<file path="src/design/assert_macros.svh">
// Assertion macros shared by the translator RTL.
`ifndef ASSERT_MACROS_SVH
`define ASSERT_MACROS_SVH
`ifndef SYNTHESIS
// Check a property on every rising edge outside reset.
`define ASSERT_PROP(lbl, clk, rst, prop, msg) \
  lbl: assert property (@(posedge clk) disable iff (rst) (prop)) else $error(msg);
// Check that a condition never holds outside reset.
`define ASSERT_NEVER(lbl, clk, rst, cond, msg) \
  lbl: assert property (@(posedge clk) disable iff (rst) !(cond)) else $error(msg);
`else
`define ASSERT_PROP(lbl, clk, rst, prop, msg)
`define ASSERT_NEVER(lbl, clk, rst, cond, msg)
`endif
`endif

</file>
<file path="src/design/dlrct_pkg.sv">
package dlrct_pkg;

  localparam int SEGMENT_COUNT = 16;

  // Display-list opcodes
  localparam logic [7:0] OP_TEXTURE      = 8'hD7;
  localparam logic [7:0] OP_MOVEWORD     = 8'hDB;
  localparam logic [7:0] OP_RDPHALF1     = 8'hE1;
  localparam logic [7:0] OP_SETOM_LOW    = 8'hE2;
  localparam logic [7:0] OP_SETOM_HIGH   = 8'hE3;
  localparam logic [7:0] OP_TEXRECT      = 8'hE4;
  localparam logic [7:0] OP_TEXRECT_FLIP = 8'hE5;
  localparam logic [7:0] OP_OTHERMODE    = 8'hEF;
  localparam logic [7:0] OP_RDPHALF2     = 8'hF1;
  localparam logic [7:0] OP_DL_NOP_A     = 8'hD8;
  localparam logic [7:0] OP_DL_NOP_B     = 8'hD9;
  localparam logic [7:0] OP_DL_NOP_C     = 8'hDA;
  localparam logic [7:0] OP_DL_NOP_D     = 8'hDC;
  localparam logic [7:0] OP_DL_NOP_E     = 8'hDD;
  localparam logic [7:0] OP_DL_NOP_F     = 8'hDE;
  localparam logic [7:0] OP_DL_NOP_G     = 8'hDF;
  localparam logic [7:0] RDP_FIRST_OP    = 8'hC8;

  // Moveword index that loads a segment base
  localparam logic [7:0] MW_SEGMENT = 8'h06;

  // RDP command ids
  localparam logic [5:0] ID_FIRST       = 6'h24;
  localparam logic [5:0] ID_SYNC_TILE   = 6'h29;
  localparam logic [5:0] ID_SYNC_CMD    = 6'h31;
  localparam logic [5:0] ID_IMAGE_FIRST = 6'h3D;

  localparam logic [31:0] MODE_HIGH_CMD = 32'h2F000000;
  localparam logic [31:0] ADDR_MASK     = 32'h00FFFFFF;

  // Texture rectangle assembly states
  localparam logic [1:0] RECT_IDLE  = 2'd0;
  localparam logic [1:0] RECT_HALF1 = 2'd1;
  localparam logic [1:0] RECT_HALF2 = 2'd2;

  typedef struct packed {
    logic [31:0] first_word;
    logic [31:0] second_word;
  } cmd_t;

  typedef struct packed {
    logic [31:0] word;
    logic        last;
    logic        depth_enabled;
    logic        texture_on;
  } rdp_t;

endpackage

</file>
<file path="src/design/dlrct_ram.sv">
module dlrct_ram #(
  parameter int WIDTH = 32,
  parameter int DEPTH = 16
) (
  input  logic                     clk,
  input  logic                     we,
  input  logic [$clog2(DEPTH)-1:0] waddr,
  input  logic [WIDTH-1:0]         wdata,
  input  logic                     re,
  input  logic [$clog2(DEPTH)-1:0] raddr,
  output logic [WIDTH-1:0]         rdata
);

  logic [WIDTH-1:0] mem [DEPTH];

  // Write on enable; register read data, hold it between reads
  always_ff @(posedge clk) begin
    if (we) begin
      mem[waddr] <= wdata;
    end
    if (re) begin
      rdata <= mem[raddr];
    end
  end

endmodule

</file>
<file path="src/design/display_list_rdp_command_translator_unit.sv">
// Channel | Dir | Handshake             | Payload
// cmd     | in  | cmd_valid / cmd_ready | dlrct_pkg::cmd_t (first_word, second_word)
// rdp     | out | rdp_valid / rdp_ready | dlrct_pkg::rdp_t (word, last, flags)
//
// A command is decoded in its accept cycle; mode, flags and segment writes commit then.
// Words leave one per cycle from the output stage while rdp_ready holds: two per command,
// four per rectangle; the next command can be accepted as the last word is taken.
// The segment table RAM is read at accept; its data is added to the image address word.
// Wordless commands skip the output stage; reset clears control and valid bits at once.
// A stalled output holds the output stage and blocks the next command of any kind.
`include "assert_macros.svh"

module display_list_rdp_command_translator_unit #(
  parameter int SEGMENT_COUNT = dlrct_pkg::SEGMENT_COUNT
) (
  input  logic            clk,
  input  logic            rst,
  input  logic            cmd_valid,
  output logic            cmd_ready,
  input  dlrct_pkg::cmd_t cmd,
  output logic            rdp_valid,
  input  logic            rdp_ready,
  output dlrct_pkg::rdp_t rdp
);

  localparam int SEG_W = $clog2(SEGMENT_COUNT);

  // Architectural state
  logic [31:0]              mode_high, mode_high_next;
  logic [31:0]              mode_low, mode_low_next;
  logic                     depth_flag, depth_flag_next;
  logic                     texture_flag, texture_flag_next;
  logic [1:0]               rect_pending, rect_pending_next;
  logic [31:0]              rect_w [4];
  logic [31:0]              rect_w_next [4];
  logic [SEGMENT_COUNT-1:0] seg_valid;

  // Output stage
  logic        full;
  logic [1:0]  idx;
  logic        quad;
  logic        resolve;
  logic        seg_ok;
  logic        depth_out;
  logic        tex_out;
  logic [31:0] wrd [4];

  // Decode signals
  logic             acc;
  logic             take;
  logic             done;
  logic [7:0]       op;
  logic [5:0]       id;
  logic [8:0]       len;
  logic signed [10:0] sh;
  logic [4:0]       sh_c;
  logic [31:0]      mask;
  logic             ld;
  logic             ld_quad;
  logic             ld_resolve;
  logic [31:0]      ld_w [4];
  logic             seg_we;
  logic [SEG_W-1:0] seg_waddr;
  logic [SEG_W-1:0] seg_raddr;
  logic [31:0]      seg_rdata;
  logic [31:0]      seg_base;
  logic [31:0]      out_word;
  logic             out_last;

  assign acc       = cmd_valid && cmd_ready;
  assign take      = rdp_valid && rdp_ready;
  assign done      = take && out_last;
  assign cmd_ready = !full || done;

  assign seg_waddr = cmd.first_word[2 +: SEG_W];
  assign seg_raddr = cmd.second_word[24 +: SEG_W];

  dlrct_ram #(
    .WIDTH (32),
    .DEPTH (SEGMENT_COUNT)
  ) u_seg_ram (
    .clk   (clk),
    .we    (seg_we),
    .waddr (seg_waddr),
    .wdata (cmd.second_word),
    .re    (acc),
    .raddr (seg_raddr),
    .rdata (seg_rdata)
  );

  // Build the other-mode bitfield mask, clamp a negative shift to zero
  always_comb begin
    len  = {1'b0, cmd.first_word[7:0]} + 9'd1;
    sh   = 11'sd32 - $signed({3'b000, cmd.first_word[15:8]}) - $signed({2'b00, len});
    sh_c = sh[10] ? 5'd0 : sh[4:0];
    if (len >= 9'd32) begin
      mask = '1;
    end else begin
      mask = (~(32'hFFFFFFFF << len[4:0])) << sh_c;
    end
  end

  // Decode the command and form next state and output-stage load
  always_comb begin
    op                = cmd.first_word[31:24];
    id                = op[5:0];
    mode_high_next    = mode_high;
    mode_low_next     = mode_low;
    depth_flag_next   = depth_flag;
    texture_flag_next = texture_flag;
    rect_pending_next = dlrct_pkg::RECT_IDLE;
    for (int i = 0; i < 4; i++) begin
      rect_w_next[i] = rect_w[i];
      ld_w[i]        = cmd.first_word;
    end
    ld_w[1]    = cmd.second_word;
    ld         = 1'b0;
    ld_quad    = 1'b0;
    ld_resolve = 1'b0;
    seg_we     = 1'b0;

    if (rect_pending == dlrct_pkg::RECT_HALF1 || rect_pending == dlrct_pkg::RECT_HALF2) begin
      if (op == dlrct_pkg::OP_RDPHALF1) begin
        rect_w_next[2] = cmd.second_word;
      end else if (op == dlrct_pkg::OP_RDPHALF2) begin
        rect_w_next[3] = cmd.second_word;
      end
      if (rect_pending == dlrct_pkg::RECT_HALF1) begin
        rect_pending_next = dlrct_pkg::RECT_HALF2;
      end else begin
        ld      = 1'b1;
        ld_quad = 1'b1;
        for (int i = 0; i < 4; i++) begin
          ld_w[i] = rect_w_next[i];
        end
      end
    end else begin
      case (op)
        dlrct_pkg::OP_TEXTURE: begin
          texture_flag_next = |cmd.first_word[7:1];
        end
        dlrct_pkg::OP_MOVEWORD: begin
          seg_we = acc && (cmd.first_word[23:16] == dlrct_pkg::MW_SEGMENT);
        end
        dlrct_pkg::OP_SETOM_LOW, dlrct_pkg::OP_SETOM_HIGH: begin
          if (op == dlrct_pkg::OP_SETOM_HIGH) begin
            mode_high_next = (mode_high & ~mask) | (cmd.second_word & mask)
                             | dlrct_pkg::MODE_HIGH_CMD;
          end else begin
            mode_low_next = (mode_low & ~mask) | (cmd.second_word & mask);
          end
          depth_flag_next = |mode_low_next[5:4];
          ld      = 1'b1;
          ld_w[0] = mode_high_next | dlrct_pkg::MODE_HIGH_CMD;
          ld_w[1] = mode_low_next;
        end
        dlrct_pkg::OP_OTHERMODE: begin
          mode_high_next  = cmd.first_word;
          mode_low_next   = cmd.second_word;
          depth_flag_next = |cmd.second_word[5:4];
          ld              = 1'b1;
        end
        dlrct_pkg::OP_TEXRECT, dlrct_pkg::OP_TEXRECT_FLIP: begin
          rect_w_next[0]    = cmd.first_word;
          rect_w_next[1]    = cmd.second_word;
          rect_w_next[2]    = '0;
          rect_w_next[3]    = '0;
          rect_pending_next = dlrct_pkg::RECT_HALF1;
        end
        dlrct_pkg::OP_DL_NOP_A, dlrct_pkg::OP_DL_NOP_B, dlrct_pkg::OP_DL_NOP_C,
        dlrct_pkg::OP_DL_NOP_D, dlrct_pkg::OP_DL_NOP_E, dlrct_pkg::OP_DL_NOP_F,
        dlrct_pkg::OP_DL_NOP_G, dlrct_pkg::OP_RDPHALF1: begin
          ld = 1'b0;
        end
        default: begin
          // Forward RDP commands, drop the two syncs, resolve image addresses
          if (op >= dlrct_pkg::RDP_FIRST_OP && id >= dlrct_pkg::ID_FIRST &&
              id != dlrct_pkg::ID_SYNC_TILE && id != dlrct_pkg::ID_SYNC_CMD) begin
            ld         = 1'b1;
            ld_resolve = (id >= dlrct_pkg::ID_IMAGE_FIRST);
          end
        end
      endcase
    end
  end

  // Commit state on accept
  always_ff @(posedge clk) begin
    if (rst) begin
      mode_high    <= dlrct_pkg::MODE_HIGH_CMD;
      mode_low     <= '0;
      depth_flag   <= 1'b0;
      texture_flag <= 1'b0;
      rect_pending <= dlrct_pkg::RECT_IDLE;
      seg_valid    <= '0;
      for (int i = 0; i < 4; i++) begin
        rect_w[i] <= '0;
      end
    end else if (acc) begin
      mode_high    <= mode_high_next;
      mode_low     <= mode_low_next;
      depth_flag   <= depth_flag_next;
      texture_flag <= texture_flag_next;
      rect_pending <= rect_pending_next;
      for (int i = 0; i < 4; i++) begin
        rect_w[i] <= rect_w_next[i];
      end
      if (seg_we) begin
        seg_valid[seg_waddr] <= 1'b1;
      end
    end
  end

  // Advance the output stage one word per transaction
  always_ff @(posedge clk) begin
    if (rst) begin
      full <= 1'b0;
      idx  <= '0;
    end else begin
      if (done) begin
        full <= 1'b0;
        idx  <= '0;
      end else if (take) begin
        idx <= idx + 2'd1;
      end
      if (acc && ld) begin
        full <= 1'b1;
        idx  <= '0;
      end
    end
  end

  // Load the output payload
  always_ff @(posedge clk) begin
    if (acc && ld) begin
      quad      <= ld_quad;
      resolve   <= ld_resolve;
      seg_ok    <= seg_valid[seg_raddr];
      depth_out <= depth_flag_next;
      tex_out   <= texture_flag_next;
      for (int i = 0; i < 4; i++) begin
        wrd[i] <= ld_w[i];
      end
    end
  end

  // Select the current word; an unwritten segment reads as zero
  always_comb begin
    seg_base = seg_ok ? seg_rdata : '0;
    case (idx)
      2'd0:    out_word = wrd[0];
      2'd1:    out_word = resolve ? seg_base + (wrd[1] & dlrct_pkg::ADDR_MASK) : wrd[1];
      2'd2:    out_word = wrd[2];
      default: out_word = wrd[3];
    endcase
    out_last = quad ? (idx == 2'd3) : (idx == 2'd1);
  end

  assign rdp_valid         = full;
  assign rdp.word          = out_word;
  assign rdp.last          = out_last;
  assign rdp.depth_enabled = depth_out;
  assign rdp.texture_on    = tex_out;

  `ASSERT_NEVER(a_rect_code, clk, rst, rect_pending == 2'd3, "invalid rectangle state")
  `ASSERT_PROP(a_seg_valid, clk, rst, seg_we |=> seg_valid[$past(seg_waddr)], "segment not marked")
  `ASSERT_PROP(a_pair_idx, clk, rst, (full && !quad) |-> (idx <= 2'd1), "pair index overrun")
  `ASSERT_PROP(a_drop_end, clk, rst, $fell(rdp_valid) |-> $past(rdp_ready && out_last), "run cut short")

endmodule
</file>
<file path="config.mk">
export PLATFORM = sky130hd
export DESIGN_NAME = display_list_rdp_command_translator_unit
export DESIGN_NICKNAME = d
export VERILOG_FILES = /design/src/design/dlrct_pkg.sv /design/src/design/dlrct_ram.sv /design/src/design/display_list_rdp_command_translator_unit.sv
export VERILOG_INCLUDE_DIRS = /design/src /design/src/design
export SDC_FILE = /design/constraint.sdc
export NUM_CORES = 1
export LEC_CHECK = 0
export ABC_AREA = 1
export CORE_AREA = 2 2 325 327
export CTS_CLUSTER_DIAMETER = 40
export CTS_CLUSTER_SIZE = 24
export DETAILED_ROUTE_END_ITERATION = 10
export DIE_AREA = 0 0 327 329
export DONT_BUFFER_PORTS = 1
export PLACE_DENSITY = 0.56
export REMOVE_ABC_BUFFERS = 1
export SYNTH_ARGS = -nofsm -noshare
export SYNTH_HDL_FRONTEND = slang
export SYNTH_SLANG_ARGS = --single-unit
export TNS_END_PERCENT = 30
</file>
<file path="constraint.sdc">
create_clock -name clk -period 12.24 [get_ports clk]
set_input_delay 2.448 -clock clk [delete_from_list [all_inputs] [get_ports clk]]
set_output_delay 2.448 -clock clk [all_outputs]
set_load 0.05 [all_outputs]
</file>
==> impl_results.md, run 1 <==
- Status: complete, no violations
- Post-Syn Instances: approximately 4.4k
- Post_cts resized: 0
- Final Non-Filler Cells: approximately 5.8k
- WL final: roughly 130 mm
- Syn_area_per_cell: approximately 9.7 sq um
- Total CTS buffers: 131
- Placed cells: 5,511
- Initial DRC Count: 3,356
- PortBufs: 0
- WS Path Type: reg -> out
- Die height: ~330 um
- Critical Path Sink Type: primary output
- Register bit total from synthesis: 887
- TritonRoute pass-1 iters: 6
- Initial Util: 0.407
- RSZ-0062 raised after global routing: false
- Worst R2R Setup Slack: around 5.6 ns
- Share of flip-flops with an asynchronous set or reset: 0
- Max_cap viols: 0
- Hold Fails Final Rpt: 0
- # diodes: 0
- Layout Utilization: 0.463
- Worst-margin pin slew: between 1 and 1.5 ns
- CTS tree: done
- Count leader, synth: edfxtp_1
- Syn. warnings: 0
- Area grow syn2layout: 13.8%
- Worst hold path class: reg -> reg
- Post-synthesis sequential area ratio: 0.608
- Critical path launch point type: register
- HP Start: mode_high[23]
- Tmin final: about 7.5 ns
- Post-DP HPWL: between 70 and 80 mm
- Commonest cells post-synth: edfxtp_1 (805), nand2_1 (692), nor2_1 (594), o21ai_0 (524), nand3_1 (307)
- Clock skew: approximately 0.029 ns
- Crit Path Max Fanout: 7
- P_leak: roughly 0.017 uW
- Post-synth EDFFs: around 810
- Mean number of vias per cell: between 5 and 6
- Netlist cell types: between 50 and 60
- Die width: around 330 um
- Final GP Congestion: between 0.9 and 1
- Cell Area, Synth: 42,500 sq um
- Fillcell total: between 9k and 10k
- Initial antenna violation count: 1
- Cts hold-fix bufs: 0
- WHS Endpoint: mode_high[23]
- Pwr dens: approximately 170 nW/um^2
- CTS root buf: clkbuf_16
- Fin. max-slew vios: 0
- Final Power: around 8000 uW
- Share of layout cells above drive strength 1: 0.0825
- Vias in the first global route: about 31k
- CTS HTree Levels: 4
- R2r worst-path depth: 13
- Largest net degree at the start of global routing: approximately 280
- Clock-pin slew on the worst setup and hold paths: about 0.06 ns
- Max VDD drop: 0.0903 mV
- Synth top area cells: edfxtp_1 (57%), o21ai_0 (6.2%), nand2_1 (6.1%)
- First-pass GRT wire length: about 190 mm
- Final setup viols: 0
- DR WL/cell: roughly 23 um
- Headroom to the max-slew limit: 0.179
- Worst Path Required: ~9.8 ns
- Worst reg2reg path startpoint: idx[1]
- Clock latency at the later pin of the worst-skew pair: approximately 0.74 ns
- Worst hold path depth: 2
- Critical path arrival: around 5.1 ns
- Vias: around 33k
- Overall Global Routing Usage: 0.237
- FP Rows: about 120
- Terminus of the critical flop-to-flop path: u_seg_ram.mem[4][29]
- Crit share post-route: 0.616
- Ys flop type: edfxtp_1
- Peak Freq: ~130 MHz
- Total core area: around 100,000 sq um
- CTS Buffer Depth: 3
- Synth top area share: 0.569
- CTS Sinks: 887
- Total gr overflow: 0
- Cell taking the most area after synthesis: edfxtp_1
- Routed Antenna Nets: 0
- NumNets Final: between 4k and 5k
- # Post-CTS Setup Buffers: 0
- # DRC: 0
- DIE AREA: around 110,000 sq um
- # IOs: 105
[critical path, cell delays in order, from the launching register on]
cell	delay (ns)
edfxtp_1	0.53
nand2_1	0.11
inv_1	0.05
ha_1	0.21
fa_1	0.45
nand3_1	0.11
nand3_1	0.10
a21oi_1	0.29
o21ai_1	0.23
inv_1	0.09
o21ai_0	0.13
a21oi_1	0.34
o21ai_0	0.22
o21ai_0	0.28
o211ai_1	0.26
a21oi_1	0.94
[cell type report]
class / count / area (sq um) / share of cell area
Inverter: 263 / 998 / 0.0207
Timing Repair Buffer: 62 / 475 / 0.00984
Tap cell: 1391 / 1740 / 0.0360
Clock buffer: 144 / 3440 / 0.0712
Multi-Input combinational cell: 2908 / 14600 / 0.303
Sequential cell: 887 / 25800 / 0.534
Clock inverter: 98 / 1220 / 0.0253
[state kept, by name, summed over array words and instances, names as in the netlist]
register,cells
u_seg_ram.mem,512
rect_w,128
wrd,128
mode_low,32
u_seg_ram.rdata,32
mode_high,27
seg_valid,16
idx,2
rect_pending,2
depth_flag,1
depth_out,1
quad,1
rdp_valid,1
resolve,1
seg_ok,1
tex_out,1
texture_flag,1
[metal layers]
metal,vias up,GRT usage,wire length (um)
met5,-,0,9
met4,2,0.107,5460
met3,253,0.0509,10400
met2,1245,0.362,57400
met1,15996,0.325,56500
li1,15361,-,-
[layout by cell type, fill, tap and decap left out, types with 39 or more instances in the layout]
cell type and instances:
buf_4 60, nor2_1 577, a21oi_1 301, o21ai_1 40, clkbuf_16 135, o221ai_1 98
nand3_1 307, edfxtp_1 805, dfxtp_1 82, nand4_1 45, nand2_1 688, o21ai_0 522
o211ai_1 60, ha_1 39, o22ai_1 60, inv_1 237
[through the flow]
stage	worst slack (ns)	hold WS (ns)	setup TNS, ns	cell area (sq um)
final	4.70	0.459	0	48300
after global routing	4.41	0.470	0	48300
after CTS	4.75	0.460	0	48300
after detailed placement	5.33	0.452	0	43700
after global placement	5.33	0.445	0	43700
after floorplan	-1.51	0.433	-184.34	41200
[logic make-up (layout without fill, tap and decap cells)]
kind of cell,after synthesis,in the layout,share of synthesized area
xor+xnor,26,26,0.00536
mux,2,2,0.000471
compound gates,1148,1148,0.154
fa+ha+maj,44,44,0.0133
simple gates,1688,1688,0.166
buf+inv,562,567,0.0524
flops,887,887,0.608
[worst max path at each step]
stage	start	endpoint	slack, ns	cells after the start
2_1_floorplan	cmd[61]	idx[1]	-1.51	13
4_1_cts	seg_ok	rdp[25]	4.75	15
3_5_place_dp	cmd[32]	wrd[0][30]	5.33	21
5_1_grt	seg_ok	rdp[23]	4.41	16
3_3_place_gp	cmd[32]	wrd[0][30]	5.33	25
6_report	seg_ok	rdp[25]	4.70	15
[power breakdown]
| group | leakage [uW] | total (uW) | internal (uW) | switching, uW |
|---|---|---|---|---|
| logic | 0.00707 | 608 | 166 | 442 |
| clock network | 0.00223 | 3980 | 2510 | 1470 |
| registers | 0.00812 | 3400 | 3380 | 23.6 |
| total | 0.0174 | 7980 | 6050 | 1940 |
Power figures use the tool's default switching activity.
==> inputs of run 2 (changes only) <==
Settings changed: PLACE_DENSITY 0.56 to 0.58.
Clock period 12.24 ns to 6.6 ns, I/O delays scaled along.
==> impl_results.md, run 2 (synthesis gave the netlist of run 1 again) <==
- # IOs: 105
- Die height: between 300 and 400 um
- Max reg flops: between 500 and 600
- NetSw: 3500 uW
- Fin. max-slew vios: 0
- Largest net degree at the start of global routing: 283
- Mean number of vias per cell: between 5 and 6
- Worst hold path class: reg -> reg
- RSZ-0062 raised after global routing: false
- Max VDD drop: around 0.21 mV
- Cts hold-fix bufs: 0
- Fillcell total: about 9.7k
- # DRC: 0
- Peak Freq: between 150 and 200 MHz
- Overall Global Routing Usage: 0.247
- Worst-margin pin slew: ~1.2 ns
- Biggest register: u_seg_ram.mem
- Post-DP HPWL: around 82 mm
- Pwr dens: 295 nW/um^2
- WS Path Type: reg -> out
- Total CTS buffers: around 120
- WL final: about 140 mm
- P_leak: around 0.017 uW
- Area grow syn2layout: 13.7%
- Sw Ratio: 0.246
- CTS root buf: clkbuf_16
- Design Area, Final: between 40,000 and 50,000 sq um
- Final GP Congestion: 0.968
- Share of layout cells above drive strength 1: 0.0867
- Vias: between 30k and 40k
- Initial Util: 0.407
- Most common cell after layout, fill and taps aside: edfxtp_1
- Most frequent cells in the layout: edfxtp_1 (805), nand2_1 (688), nor2_1 (577)
- Clk pwr share: 0.476
- Hold Fails Final Rpt: 0
- Status: complete, no violations
- Worst Path Required: 5.28 ns
- Crit share post-route: 0.917
- Initial DRC Count: 4,170
- DIE AREA: 108,000 sq um
- Clock-pin slew on the worst setup and hold paths: 0.06 ns
- # Post-CTS Setup Buffers: 0
- CTS Sinks: roughly 890
- Critical Path Sink Type: primary output
- CTS Buffer Depth: 3
- R2r worst-path depth: 14
- PortBufs: 0
- Regs by FF count: u_seg_ram.mem: 512 flops, rect_w: 128 flops, wrd: 128 flops
- Total core area: ~100,000 sq um
- Headroom to the max-slew limit: 0.217
- Vias in the first global route: 31.0k
- Routed Antenna Nets: 0
- Pint: 10,800 uW
- Crit Path Max Fanout: 27
- Final setup viols: 0
- First-pass GRT wire length: between 200 and 250 mm
- Worst hold path depth: 2
- Max_cap viols: 0
- # diodes: 0
- Post_cts resized: 0
- Critical path arrival: approximately 4.7 ns
- Die width: about 330 um
- Total gr overflow: 0
- Final Non-Filler Cells: slightly below 6k
- NumNets Final: around 4.4k
- DR WL/cell: between 20 and 25 um
- Clock skew: about 0.032 ns
- TritonRoute pass-1 iters: 6
- CTS tree: done
- FP Rows: 119
- Critical path launch point type: register
- Tmin final: between 6 and 7 ns
- Sequential Power Share: 0.442
- Comb power frac: 0.082
- Initial antenna violation count: 0
- CTS HTree Levels: 3
- Placed cells: 5,550
- Clock latency at the later pin of the worst-skew pair: between 0.7 and 0.8 ns
- Placed instance area: between 40,000 and 50,000 sq um
==> run 2: changes by cell type in the layout (fill, tap and decap cells not counted), sizes merged <==
cell and change:
buf +39, clkinvlp -7, bufinv -2, clkbuf -9, clkinv +1
==> run 2: worst max-delay path, cell delays in order, from the launching register on <==
cell	delay, ns
edfxtp_1	0.47
buf_4	0.27
nand2_1	0.09
inv_1	0.04
ha_1	0.32
a21oi_1	0.17
o21a_1	0.13
nand2_1	0.11
a21boi_0	0.41
o21ai_0	0.20
a21oi_1	0.31
nor2_1	0.15
nand2_1	0.09
nand2_1	0.11
a21oi_1	0.20
o21ai_0	0.09
o21ai_0	0.52
a21oi_1	0.13
buf_4	0.22
==> run 2: path summary, 6_finish.rpt <==
path	slack [ns]	end	startpoint
worst max-delay path	0.55	rdp[34]	seg_ok
worst min-delay path	0.46	mode_high[23]	mode_high[23]
worst min register to register	0.46	mode_high[23]	mode_high[23]
worst max register to register	1.79	u_seg_ram.mem[11][25]	idx[1]
==> run 2: layer usage <==
layer | global-route usage | up-vias | routed length, um
met5 | 0 | - | 0
met4 | 0.0705 | 0 | 3580
met3 | 0.0396 | 202 | 11100
met2 | 0.388 | 1426 | 61900
met1 | 0.356 | 16406 | 59300
li1 | - | 15420 | -
==> run 2: metrics by stage <==
step	hold slack (ns)	setup slack [ns]	setup TNS [ns]	total power [uW]	utilization
floorplan	0.433	-6.03	-915.22	7200	-
global placement	0.444	1.18	0	7570	0.422
detailed placement	0.449	1.16	0	7570	0.422
CTS	0.458	0.548	0	14300	0.463
global route	0.474	0.0792	0	14700	0.463
finish	0.459	0.549	0	14300	0.463
==> run 2: final cells by class <==
cell class                      instances  area, sq um  area share
Clock buffer                          135         3100      0.0642
Timing Repair Buffer                  101          846      0.0175
Sequential cell                       887        25800       0.535
Multi-Input combinational cell       2908        14600       0.303
Inverter                              263         1000      0.0207
Clock inverter                         90         1140      0.0236
Tap cell                             1391         1740      0.0361
==> run 2: power by group through the flow <==
| stage | Combinational, uW | Clock, uW | Sequential (uW) |
|---|---|---|---|
| after global routing | 1280 | 7090 | 6310 |
| after CTS | 1160 | 6870 | 6300 |
| after global placement | 1150 | 0 | 6420 |
| after floorplan | 779 | 0 | 6420 |
| after detailed placement | 1150 | 0 | 6420 |
| final | 1170 | 6790 | 6300 |
